**config.mk**
```make
export PLATFORM = sky130hd
export DESIGN_NAME = name_hex_escape_codec_core_flat
export DESIGN_NICKNAME = d
export VERILOG_FILES = /design/src/rtl/hec_pkg.sv /design/src/rtl/hec_ifs.sv /design/src/rtl/name_hex_escape_codec_core.sv /design/src/rtl/hec_front.sv /design/src/rtl/hec_queue.sv /design/src/rtl/hec_back.sv /design/src/flat_wrapper.sv
export SDC_FILE = /design/constraint.sdc
export NUM_CORES = 1
export LEC_CHECK = 0
export BUFFER_PORTS_ARGS = -buffer_cell sky130_fd_sc_hd__clkbuf_2
export CORE_MARGIN = 5
export CORE_UTILIZATION = 55
export CTS_CLUSTER_SIZE = 20
export DETAILED_ROUTE_END_ITERATION = 7
export MAX_ROUTING_LAYER = met4
export PLACE_DENSITY_LB_ADDON = 0.12
export SLEW_MARGIN = 10
export SYNTH_ARGS = -nofsm -noshare
export SYNTH_HDL_FRONTEND = slang
export SYNTH_HIERARCHICAL = 1
export SYNTH_SLANG_ARGS = --single-unit
```
**constraint.sdc**
```tcl
create_clock -name clock -period 3.4 [get_ports clock]
set_clock_uncertainty 0.05 [all_clocks]
set_input_delay 0.51 -clock clock [delete_from_list [all_inputs] [get_ports clock]]
set_output_delay 0.51 -clock clock [all_outputs]
set_load 0.02 [all_outputs]
```
**src/rtl/hec_pkg.sv**
```systemverilog
// shared types, codes and character helpers for the name hex escape codec
// no dependencies; imported by the core, front, queue and back modules
package hec_pkg;

   localparam logic [1:0] MODE_PATH     = 2'd0;
   localparam logic [1:0] MODE_MANGLE   = 2'd1;
   localparam logic [1:0] MODE_UNESCAPE = 2'd2;

   localparam logic [1:0] REG_CODEC_MODE   = 2'd0;
   localparam logic [1:0] REG_GLOB_ALLOWED = 2'd1;

   localparam logic [7:0] CHR_SLASH     = 8'h2f;
   localparam logic [7:0] CHR_DASH      = 8'h2d;
   localparam logic [7:0] CHR_BACKSLASH = 8'h5c;
   localparam logic [7:0] CHR_DOT       = 8'h2e;
   localparam logic [7:0] CHR_X         = 8'h78;
   localparam logic [7:0] CHR_COLON     = 8'h3a;
   localparam logic [7:0] CHR_UNDER     = 8'h5f;
   localparam logic [7:0] CHR_AT        = 8'h40;
   localparam logic [7:0] CHR_LBRACKET  = 8'h5b;
   localparam logic [7:0] CHR_RBRACKET  = 8'h5d;
   localparam logic [7:0] CHR_BANG      = 8'h21;
   localparam logic [7:0] CHR_STAR      = 8'h2a;
   localparam logic [7:0] CHR_QUESTION  = 8'h3f;

   typedef enum logic {
      OP_BYTE,
      OP_ESCAPE
   } hec_op_type;

   typedef struct packed {
      hec_op_type op;
      logic [7:0] data;
      logic       changed;
      logic       error;
      logic       last;
   } hec_entry_type;

   typedef struct packed {
      logic          valid;
      hec_entry_type entry;
   } hec_push_type;

   function automatic logic is_alnum(input logic [7:0] c);
      return (c >= 8'h30 && c <= 8'h39) || (c >= 8'h61 && c <= 8'h7a) ||
             (c >= 8'h41 && c <= 8'h5a);
   endfunction

   // {valid, value}
   function automatic logic [4:0] hex_value(input logic [7:0] c);
      logic [7:0] v;
      v = 8'h00;
      if (c >= 8'h30 && c <= 8'h39) begin
         v = c - 8'h30;
         return {1'b1, v[3:0]};
      end else if (c >= 8'h61 && c <= 8'h66) begin
         v = c - 8'h57;
         return {1'b1, v[3:0]};
      end else if (c >= 8'h41 && c <= 8'h46) begin
         v = c - 8'h37;
         return {1'b1, v[3:0]};
      end
      return 5'd0;
   endfunction

   function automatic logic [7:0] hex_digit(input logic [3:0] v);
      if (v < 4'd10) begin
         return 8'h30 + {4'd0, v};
      end
      return 8'h57 + {4'd0, v};
   endfunction

endpackage

```
**src/rtl/hec_ifs.sv**
```systemverilog
// request, response and register write channel interfaces of the codec
// no dependencies
interface hec_req_if;
   logic       valid;
   logic       ready;
   logic [7:0] in_byte;
   logic       in_last;
   modport source (output valid, in_byte, in_last, input ready);
   modport sink (input valid, in_byte, in_last, output ready);
endinterface

interface hec_rsp_if;
   logic       valid;
   logic       ready;
   logic [7:0] out_byte;
   logic       out_last;
   logic       out_changed;
   logic       out_error;
   modport source (output valid, out_byte, out_last, out_changed, out_error, input ready);
   modport sink (input valid, out_byte, out_last, out_changed, out_error, output ready);
endinterface

interface hec_csr_if;
   logic       valid;
   logic       ready;
   logic [1:0] index;
   logic [1:0] data;
   modport source (output valid, index, data, input ready);
   modport sink (input valid, index, data, output ready);
endinterface

```
**src/rtl/name_hex_escape_codec_core.sv**
```systemverilog
// top level of the name hex escape codec: front end, command queue, back end
// depends on hec_pkg, hec_ifs, hec_front, hec_queue and hec_back
//
// req_chan takes one character a cycle unless the queue is full (in_byte,
// in_last marks the end of a string); rsp_chan returns the produced characters
// with out_last, out_changed and out_error. csr_chan writes codec_mode
// (index 0) and glob_allowed (index 1) and is always ready; write it only while
// no string is in flight. A request is classified in the cycle it is accepted
// and queued as one command, or in unescape mode as none while an escape is
// collected or after an error. The back end turns a command into one response,
// or four for an escaped byte. Throughput is one request a cycle while each
// request gives one response; an escaped byte occupies the back end for four
// responses, and the queue of QUEUE_DEPTH commands then fills and req_chan.ready
// drops. A stalled rsp_chan holds its output register; the front end keeps
// accepting until the queue is full. Reset clears the registers to path escape
// with glob characters escaped and empties the queue; no clearing pass.
module name_hex_escape_codec_core
   import hec_pkg::*;
#(
   parameter int QUEUE_DEPTH = 4
) (
   input  logic        clock,
   input  logic        reset,
   hec_req_if.sink     req_chan,
   hec_rsp_if.source   rsp_chan,
   hec_csr_if.sink     csr_chan
);

   hec_push_type  push;
   hec_entry_type head;
   logic          q_full;
   logic          q_empty;
   logic          pop;

   hec_front u_front (
      .clock    (clock),
      .reset    (reset),
      .req_chan (req_chan),
      .csr_chan (csr_chan),
      .q_full   (q_full),
      .push     (push)
   );

   hec_queue #(
      .DEPTH (QUEUE_DEPTH)
   ) u_queue (
      .clock (clock),
      .reset (reset),
      .push  (push),
      .pop   (pop),
      .full  (q_full),
      .empty (q_empty),
      .head  (head)
   );

   hec_back u_back (
      .clock    (clock),
      .reset    (reset),
      .q_empty  (q_empty),
      .head     (head),
      .pop      (pop),
      .rsp_chan (rsp_chan)
   );

endmodule

```
**src/rtl/hec_front.sv**
```systemverilog
// front end: register file, byte classification and unescape state machine
// depends on hec_pkg and hec_ifs; pushes commands into hec_queue
module hec_front
   import hec_pkg::*;
(
   input  logic         clock,
   input  logic         reset,
   hec_req_if.sink      req_chan,
   hec_csr_if.sink      csr_chan,
   input  logic         q_full,
   output hec_push_type push
);

   typedef enum logic [1:0] {
      PH_IDLE,
      PH_BACKSLASH,
      PH_X,
      PH_HIGH
   } phase_type;

   logic [1:0] mode_ff;
   logic       glob_ff;
   logic       at_start_ff, at_start_in;
   phase_type  phase_ff, phase_in;
   logic [3:0] high_ff, high_in;
   logic       error_seen_ff, error_seen_in;
   logic       accept;

   assign req_chan.ready = !q_full;
   assign csr_chan.ready = 1'b1;
   assign accept = req_chan.valid && !q_full;

   always_comb begin
      logic [7:0] c;
      logic       last;
      logic       keep;
      logic       err;
      logic [4:0] hv;
      c = req_chan.in_byte;
      last = req_chan.in_last;
      keep = 1'b0;
      err = 1'b0;
      hv = hex_value(c);
      at_start_in = at_start_ff;
      phase_in = phase_ff;
      high_in = high_ff;
      error_seen_in = error_seen_ff;
      push = '0;
      if (accept) begin
         if (error_seen_ff) begin
            if (last) begin
               at_start_in = 1'b1;
               phase_in = PH_IDLE;
               high_in = 4'd0;
               error_seen_in = 1'b0;
            end
         end else begin
            at_start_in = 1'b0;
            if (mode_ff == MODE_PATH || mode_ff == MODE_MANGLE) begin
               phase_in = PH_IDLE;
               if (mode_ff == MODE_PATH) begin
                  keep = !(at_start_ff && c == CHR_DOT) &&
                         (is_alnum(c) || c == CHR_COLON || c == CHR_UNDER || c == CHR_DOT);
               end else begin
                  keep = is_alnum(c) || c == CHR_COLON || c == CHR_DASH ||
                         c == CHR_UNDER || c == CHR_DOT || c == CHR_BACKSLASH ||
                         c == CHR_AT ||
                         (glob_ff && (c == CHR_LBRACKET || c == CHR_RBRACKET ||
                                      c == CHR_BANG || c == CHR_STAR ||
                                      c == CHR_QUESTION));
               end
               push.valid = 1'b1;
               push.entry.last = last;
               push.entry.error = 1'b0;
               if (c == CHR_SLASH) begin
                  push.entry.op = OP_BYTE;
                  push.entry.data = CHR_DASH;
                  push.entry.changed = 1'b1;
               end else if (keep) begin
                  push.entry.op = OP_BYTE;
                  push.entry.data = c;
                  push.entry.changed = 1'b0;
               end else begin
                  push.entry.op = OP_ESCAPE;
                  push.entry.data = c;
                  push.entry.changed = 1'b1;
               end
            end else begin
               push.entry.op = OP_BYTE;
               push.entry.last = last;
               push.entry.error = 1'b0;
               unique case (phase_ff)
                  PH_BACKSLASH: begin
                     if (c == CHR_X) phase_in = PH_X;
                     else err = 1'b1;
                  end
                  PH_X: begin
                     if (!hv[4]) begin
                        err = 1'b1;
                     end else begin
                        high_in = hv[3:0];
                        phase_in = PH_HIGH;
                     end
                  end
                  PH_HIGH: begin
                     if (!hv[4]) begin
                        err = 1'b1;
                     end else begin
                        push.valid = 1'b1;
                        push.entry.data = {high_ff, hv[3:0]};
                        push.entry.changed = 1'b1;
                        phase_in = PH_IDLE;
                     end
                  end
                  PH_IDLE: begin
                     if (c == CHR_DASH) begin
                        push.valid = 1'b1;
                        push.entry.data = CHR_SLASH;
                        push.entry.changed = 1'b1;
                     end else if (c == CHR_BACKSLASH) begin
                        phase_in = PH_BACKSLASH;
                     end else begin
                        push.valid = 1'b1;
                        push.entry.data = c;
                        push.entry.changed = 1'b0;
                     end
                  end
                  default: ;
               endcase
               if (last && phase_in != PH_IDLE) err = 1'b1;
               if (err) begin
                  push.valid = 1'b1;
                  push.entry.data = 8'h00;
                  push.entry.changed = 1'b0;
                  push.entry.error = 1'b1;
                  push.entry.last = 1'b1;
                  error_seen_in = !last;
                  phase_in = PH_IDLE;
                  high_in = 4'd0;
               end
            end
            if (last) begin
               at_start_in = 1'b1;
               phase_in = PH_IDLE;
               high_in = 4'd0;
               error_seen_in = 1'b0;
            end
         end
      end
   end

   always_ff @(posedge clock) begin
      if (reset) begin
         mode_ff <= MODE_PATH;
         glob_ff <= 1'b0;
         at_start_ff <= 1'b1;
         phase_ff <= PH_IDLE;
         high_ff <= 4'd0;
         error_seen_ff <= 1'b0;
      end else begin
         at_start_ff <= at_start_in;
         phase_ff <= phase_in;
         high_ff <= high_in;
         error_seen_ff <= error_seen_in;
         if (csr_chan.valid) begin
            case (csr_chan.index)
               REG_CODEC_MODE:   mode_ff <= csr_chan.data;
               REG_GLOB_ALLOWED: glob_ff <= csr_chan.data[0];
               default: ;
            endcase
         end
      end
   end

endmodule

```
**src/rtl/hec_queue.sv**
```systemverilog
// command queue between front end and back end
// depends on hec_pkg
module hec_queue
   import hec_pkg::*;
#(
   parameter int DEPTH = 4
) (
   input  logic          clock,
   input  logic          reset,
   input  hec_push_type  push,
   input  logic          pop,
   output logic          full,
   output logic          empty,
   output hec_entry_type head
);

   localparam int PTR_W = $clog2(DEPTH);
   localparam int CNT_W = $clog2(DEPTH + 1);

   hec_entry_type      slot_ff [DEPTH];
   logic [PTR_W-1:0]   wr_ptr_ff, wr_ptr_in;
   logic [PTR_W-1:0]   rd_ptr_ff, rd_ptr_in;
   logic [CNT_W-1:0]   count_ff, count_in;

   assign full = count_ff == CNT_W'(DEPTH);
   assign empty = count_ff == '0;
   assign head = slot_ff[rd_ptr_ff];

   always_comb begin
      wr_ptr_in = wr_ptr_ff;
      rd_ptr_in = rd_ptr_ff;
      count_in = count_ff;
      if (push.valid) begin
         wr_ptr_in = (wr_ptr_ff == PTR_W'(DEPTH - 1)) ? '0 : wr_ptr_ff + 1'b1;
      end
      if (pop) begin
         rd_ptr_in = (rd_ptr_ff == PTR_W'(DEPTH - 1)) ? '0 : rd_ptr_ff + 1'b1;
      end
      if (push.valid && !pop) count_in = count_ff + 1'b1;
      else if (!push.valid && pop) count_in = count_ff - 1'b1;
   end

   always_ff @(posedge clock) begin
      if (reset) begin
         wr_ptr_ff <= '0;
         rd_ptr_ff <= '0;
         count_ff <= '0;
      end else begin
         wr_ptr_ff <= wr_ptr_in;
         rd_ptr_ff <= rd_ptr_in;
         count_ff <= count_in;
      end
   end

   always_ff @(posedge clock) begin
      if (push.valid) slot_ff[wr_ptr_ff] <= push.entry;
   end

   a_no_push_full: assert property (@(posedge clock) disable iff (reset)
      push.valid |-> !full) else $error("push into full queue");
   a_no_pop_empty: assert property (@(posedge clock) disable iff (reset)
      pop |-> !empty) else $error("pop from empty queue");
   a_count_track: assert property (@(posedge clock) disable iff (reset)
      (push.valid && !pop && !$past(reset)) |=> count_ff == $past(count_ff) + 1'b1)
      else $error("queue count lost a push");

endmodule

```
**src/rtl/hec_back.sv**
```systemverilog
// back end: expands queued commands into response bytes, holds the output register
// depends on hec_pkg and hec_ifs; pops from hec_queue
module hec_back
   import hec_pkg::*;
(
   input  logic          clock,
   input  logic          reset,
   input  logic          q_empty,
   input  hec_entry_type head,
   output logic          pop,
   hec_rsp_if.source     rsp_chan
);

   logic       rsp_valid_ff, rsp_valid_in;
   logic [1:0] beat_ff, beat_in;
   logic [7:0] byte_ff, byte_in;
   logic       last_ff, last_in;
   logic       changed_ff, changed_in;
   logic       error_ff, error_in;
   logic       load;
   logic       beat_last;

   assign load = (!rsp_valid_ff || rsp_chan.ready) && !q_empty;
   assign beat_last = (head.op == OP_BYTE) || (beat_ff == 2'd3);
   assign pop = load && beat_last;

   always_comb begin
      rsp_valid_in = rsp_valid_ff;
      beat_in = beat_ff;
      if (rsp_chan.ready) rsp_valid_in = 1'b0;
      if (load) begin
         rsp_valid_in = 1'b1;
         beat_in = beat_last ? 2'd0 : beat_ff + 2'd1;
      end
      if (head.op == OP_BYTE) begin
         byte_in = head.data;
      end else begin
         case (beat_ff)
            2'd0:    byte_in = CHR_BACKSLASH;
            2'd1:    byte_in = CHR_X;
            2'd2:    byte_in = hex_digit(head.data[7:4]);
            default: byte_in = hex_digit(head.data[3:0]);
         endcase
      end
      changed_in = (head.op == OP_ESCAPE) || head.changed;
      error_in = (head.op == OP_BYTE) && head.error;
      last_in = head.last && beat_last;
   end

   always_ff @(posedge clock) begin
      if (reset) begin
         rsp_valid_ff <= 1'b0;
         beat_ff <= 2'd0;
      end else begin
         rsp_valid_ff <= rsp_valid_in;
         beat_ff <= beat_in;
      end
   end

   always_ff @(posedge clock) begin
      if (load) begin
         byte_ff <= byte_in;
         last_ff <= last_in;
         changed_ff <= changed_in;
         error_ff <= error_in;
      end
   end

   assign rsp_chan.valid = rsp_valid_ff;
   assign rsp_chan.out_byte = byte_ff;
   assign rsp_chan.out_last = last_ff;
   assign rsp_chan.out_changed = changed_ff;
   assign rsp_chan.out_error = error_ff;

endmodule
```
**src/flat_wrapper.sv**
```systemverilog
// flat-port wrapper written by rule: the top's interface ports become plain ports
module name_hex_escape_codec_core_flat import hec_pkg::*;
#(
   parameter int QUEUE_DEPTH = 4
)
  (clock, reset, req_chan_valid, req_chan_in_byte, req_chan_in_last, req_chan_ready, rsp_chan_valid, rsp_chan_out_byte, rsp_chan_out_last, rsp_chan_out_changed, rsp_chan_out_error, rsp_chan_ready, csr_chan_valid, csr_chan_index, csr_chan_data, csr_chan_ready);
  hec_req_if req_chan_i ();
  hec_rsp_if rsp_chan_i ();
  hec_csr_if csr_chan_i ();
  input  logic clock;
  input  logic reset;
  input wire logic [$bits(req_chan_i.valid)-1:0] req_chan_valid;
  input wire logic [$bits(req_chan_i.in_byte)-1:0] req_chan_in_byte;
  input wire logic [$bits(req_chan_i.in_last)-1:0] req_chan_in_last;
  output wire logic [$bits(req_chan_i.ready)-1:0] req_chan_ready;
  output wire logic [$bits(rsp_chan_i.valid)-1:0] rsp_chan_valid;
  output wire logic [$bits(rsp_chan_i.out_byte)-1:0] rsp_chan_out_byte;
  output wire logic [$bits(rsp_chan_i.out_last)-1:0] rsp_chan_out_last;
  output wire logic [$bits(rsp_chan_i.out_changed)-1:0] rsp_chan_out_changed;
  output wire logic [$bits(rsp_chan_i.out_error)-1:0] rsp_chan_out_error;
  input wire logic [$bits(rsp_chan_i.ready)-1:0] rsp_chan_ready;
  input wire logic [$bits(csr_chan_i.valid)-1:0] csr_chan_valid;
  input wire logic [$bits(csr_chan_i.index)-1:0] csr_chan_index;
  input wire logic [$bits(csr_chan_i.data)-1:0] csr_chan_data;
  output wire logic [$bits(csr_chan_i.ready)-1:0] csr_chan_ready;
  assign req_chan_i.valid = req_chan_valid;
  assign req_chan_i.in_byte = req_chan_in_byte;
  assign req_chan_i.in_last = req_chan_in_last;
  assign req_chan_ready = req_chan_i.ready;
  assign rsp_chan_valid = rsp_chan_i.valid;
  assign rsp_chan_out_byte = rsp_chan_i.out_byte;
  assign rsp_chan_out_last = rsp_chan_i.out_last;
  assign rsp_chan_out_changed = rsp_chan_i.out_changed;
  assign rsp_chan_out_error = rsp_chan_i.out_error;
  assign rsp_chan_i.ready = rsp_chan_ready;
  assign csr_chan_i.valid = csr_chan_valid;
  assign csr_chan_i.index = csr_chan_index;
  assign csr_chan_i.data = csr_chan_data;
  assign csr_chan_ready = csr_chan_i.ready;
  name_hex_escape_codec_core #(.QUEUE_DEPTH(QUEUE_DEPTH)) u_core (.clock(clock), .reset(reset), .req_chan(req_chan_i), .rsp_chan(rsp_chan_i), .csr_chan(csr_chan_i));
endmodule
```
==> run summary <==
area grow syn2layout - 14.1%
Post-DP HPWL - 7490 um
R2R cell count - 14
number of max-cap violations - 0
setup violators final - 0
capturing point of the worst reg2reg path - u_core/u_queue/count_ff[2]
Crit Path Max Fanout - 6
largest net degree at the start of global routing - 21
Worst Setup Start Kind - input port
Via density - 5.98
num ports - 32
Layout Utilization - 64.0%
Placer Congestion - 0.918
Hold Vio Cnt, Final - 0
final WL - 9700 um
Max VDD drop - 0.233 mV
register area share after synthesis - 48.9%
worst slack, placed - -107 ps
reg-to-reg critical path startpoint - u_core/u_front/phase_ff[0]
diodes inserted - 0
# H-tree levels - 3
Least-Margin Pin Slew - 630 ps
yosys warns - 6
Slew Viols, Final - 0
clk slew on worst S/H paths - 80 ps
Final WS setup - 267 ps
number of synthesized flops with an enable pin - 59
DRT iter0 DRCs - 139
FMAX - 0.319 GHz
Post-Syn Area - 0.00457 mm2
Hold EP - u_core/u_front/mode_ff[1]
first-pass GRT wire length - 16300 um
Via Count - 3418
WL/cell - 17.0 um
die width - 101 um
ratio of final minimum period to clock period - 92.2%
gr usage total - 21.1%
CTS resizes - 0
LEAKAGE - 1.95 nW
Core Region - 0.00813 mm2
IO buf count - 30
critical path required time - 3630 ps
asr flop ratio synth - 0%
Hold Crit Class - in2reg
Rows - 33
die footprint - 0.0102 mm2
main flop type after synthesis - edfxtp_1
filler instances - 662
Cells after Synth - 409
Die Ht - 101 um
CTS buffer count - 9
CP Capture Type - flip-flop
RSZ-0062 raised after global routing - false
Distinct cells, synth - 72
proportion of layout cells with a drive suffix above 1 - 24.2%
CTS sink count - 82
Synth area leader - edfxtp_1
Pwr per Cell Area - 645 mW/mm2
Bufs on Longest Clock Path - 2
setup bufs post-CTS - 0
drt drc - 0
Worst Min Path Start - csr_chan_data[1]
Slew HR - 57.6%
hold depth - 3
Root Buffer - clkbuf_8
share of the synthesized area in the top cell type - 38.8%
Final min period - 3130 ps
synthesis-stage register bit count - 82
status - finished clean
final global-route overflow total - 0
Area contributors post-synth - edfxtp_1 (39%), dfxtp_1 (10%), ha_1 (5.5%)
CTS tree - built
crit path kind - in2reg
initial antenna violation count - 0
final hold slack - 345 ps
reg2reg setup slack - 310 ps
Pre-antenna DRT Iters - 5
Post-Syn Nets - 448
initial core utilization - 56.1%
clock latency on the worst-skew pair - 350 ps
critical path arrival - 3360 ps
Hold Buf Count CTS - 0
Avg Cell Area, Syn - 11.2 um2
number of routed nets with antenna violations - 0
fin nets - 501
vias in the first global route - 3400
[critical path: stages]
cell and delay, ps:
clkbuf_2 130, inv_1 100, ha_2 230, nand2b_4 100
o211ai_4 80, o31a_1 320, a2111o_1 450, a31oi_2 180
nand2_1 100, o21a_2 230, ha_2 180, inv_1 70
fa_1 170, xor2_1 70, or3_1 300, a21oi_1 140
[per-layer routing]
metal  GRT usage [%]  wire length (um)
met1            24.6              4050
met2            35.0              4940
met3            3.94               385
met4            10.5               327
met5               -                 0
[flip-flops by register name, summed over array words and instances, names as in the netlist, named ones only]
signal / flops
u_core/u_queue/rd_ptr_ff: 2
u_core/u_back/beat_ff: 2
u_core/u_front/glob_ff: 1
u_core/u_back/rsp_chan.out_byte: 8
u_core/u_back/rsp_chan.valid: 1
u_core/u_front/mode_ff: 2
u_core/u_queue/slot_ff: 48
u_core/u_front/phase_ff: 2
u_core/u_front/error_seen_ff: 1
u_core/u_queue/count_ff: 3
u_core/u_back/rsp_chan.out_changed: 1
u_core/u_front/at_start_ff: 1
u_core/u_back/rsp_chan.out_error: 1
u_core/u_queue/wr_ptr_ff: 2
u_core/u_back/rsp_chan.out_last: 1
u_core/u_front/high_ff: 4
[metrics by stage]
step	instances	TNS [ps]	total power, mW	instance area [um2]
after floorplan	409	0	2.36	4610
after global placement	556	0	2.66	5000
after detailed placement	556	-164	2.70	5000
after CTS	572	0	3.40	5210
after global routing	572	0	3.59	5210
final	572	0	3.36	5210
[cell families (layout without fill, tap and decap cells)]
logic type | Yosys count | after routing | share of synthesized area, %
mux | 23 | 23 | 8.55
fa+ha+maj | 21 | 21 | 5.92
compound gates | 104 | 104 | 16.4
xor+xnor | 5 | 5 | 0.959
simple gates | 126 | 126 | 14.6
flops | 82 | 82 | 48.9
buf+inv | 47 | 105 | 4.60
other cells | 1 | 1 | 0.0821
[cell usage after synthesis, drive strengths merged (8+ instances only)]
cell,count
buf,10
nor3,14
ha,20
and2,8
edfxtp,59
a21oi,26
dfxtp,23
nor2,33
o21ai,22
mux2i,9
nand2,24
mux4,12
inv,31
[how the worst max path moves through the flow]
stage / from / end / slack [ps] / depth (start not counted)
detailed placement: req_chan_in_byte[1] / u_core/u_queue/count_ff[2] / -110 / 16
global route: req_chan_in_byte[1] / u_core/u_queue/count_ff[2] / 70 / 16
global placement: req_chan_in_byte[1] / u_core/u_queue/count_ff[2] / 8 / 16
finish: req_chan_in_byte[1] / u_core/u_queue/count_ff[2] / 270 / 16
floorplan: req_chan_in_byte[0] / u_core/u_queue/count_ff[2] / 20 / 16
CTS: req_chan_in_byte[1] / u_core/u_queue/count_ff[2] / 260 / 16
[where the power goes]
| group | switching (mW) | internal, mW |
|---|---|---|
| Sequential | 0.0736 | 1.33 |
| Clock | 0.352 | 0.337 |
| Combinational | 0.756 | 0.511 |
| Total | 1.18 | 2.18 |
[cell usage in the layout, fill, tap and decap left out, drive strengths merged, types with 4 or more instances in the layout]
cell type / Yosys / routed
or3: 5 / 5
dfxtp: 23 / 23
mux4: 12 / 12
and2: 8 / 8
nor3: 14 / 14
o22ai: 4 / 4
nor2b: 6 / 6
nand2: 24 / 24
mux2i: 9 / 9
nand2b: 6 / 6
and3: 7 / 7
o211ai: 4 / 4
o32ai: 4 / 4
a22oi: 7 / 7
a31oi: 5 / 5
clkbuf: 6 / 41
nand3: 7 / 7
o21ai: 22 / 22
a21boi: 4 / 4
edfxtp: 59 / 59
ha: 20 / 20
nor2: 33 / 33
inv: 31 / 33
a21oi: 26 / 26
buf: 10 / 28
[final cells by class]
class | instances | area [um2] | area share (%)
inverter | 31 | 116 | 2.23
tap | 105 | 131 | 2.52
timing repair buffer | 58 | 360 | 6.92
sequential | 82 | 2230 | 42.9
clock inverter | 5 | 42.5 | 0.817
multi-input combinational | 280 | 2160 | 41.5
clock buffer | 11 | 163 | 3.12
Note: power is estimated with default switching activity, not from simulation.
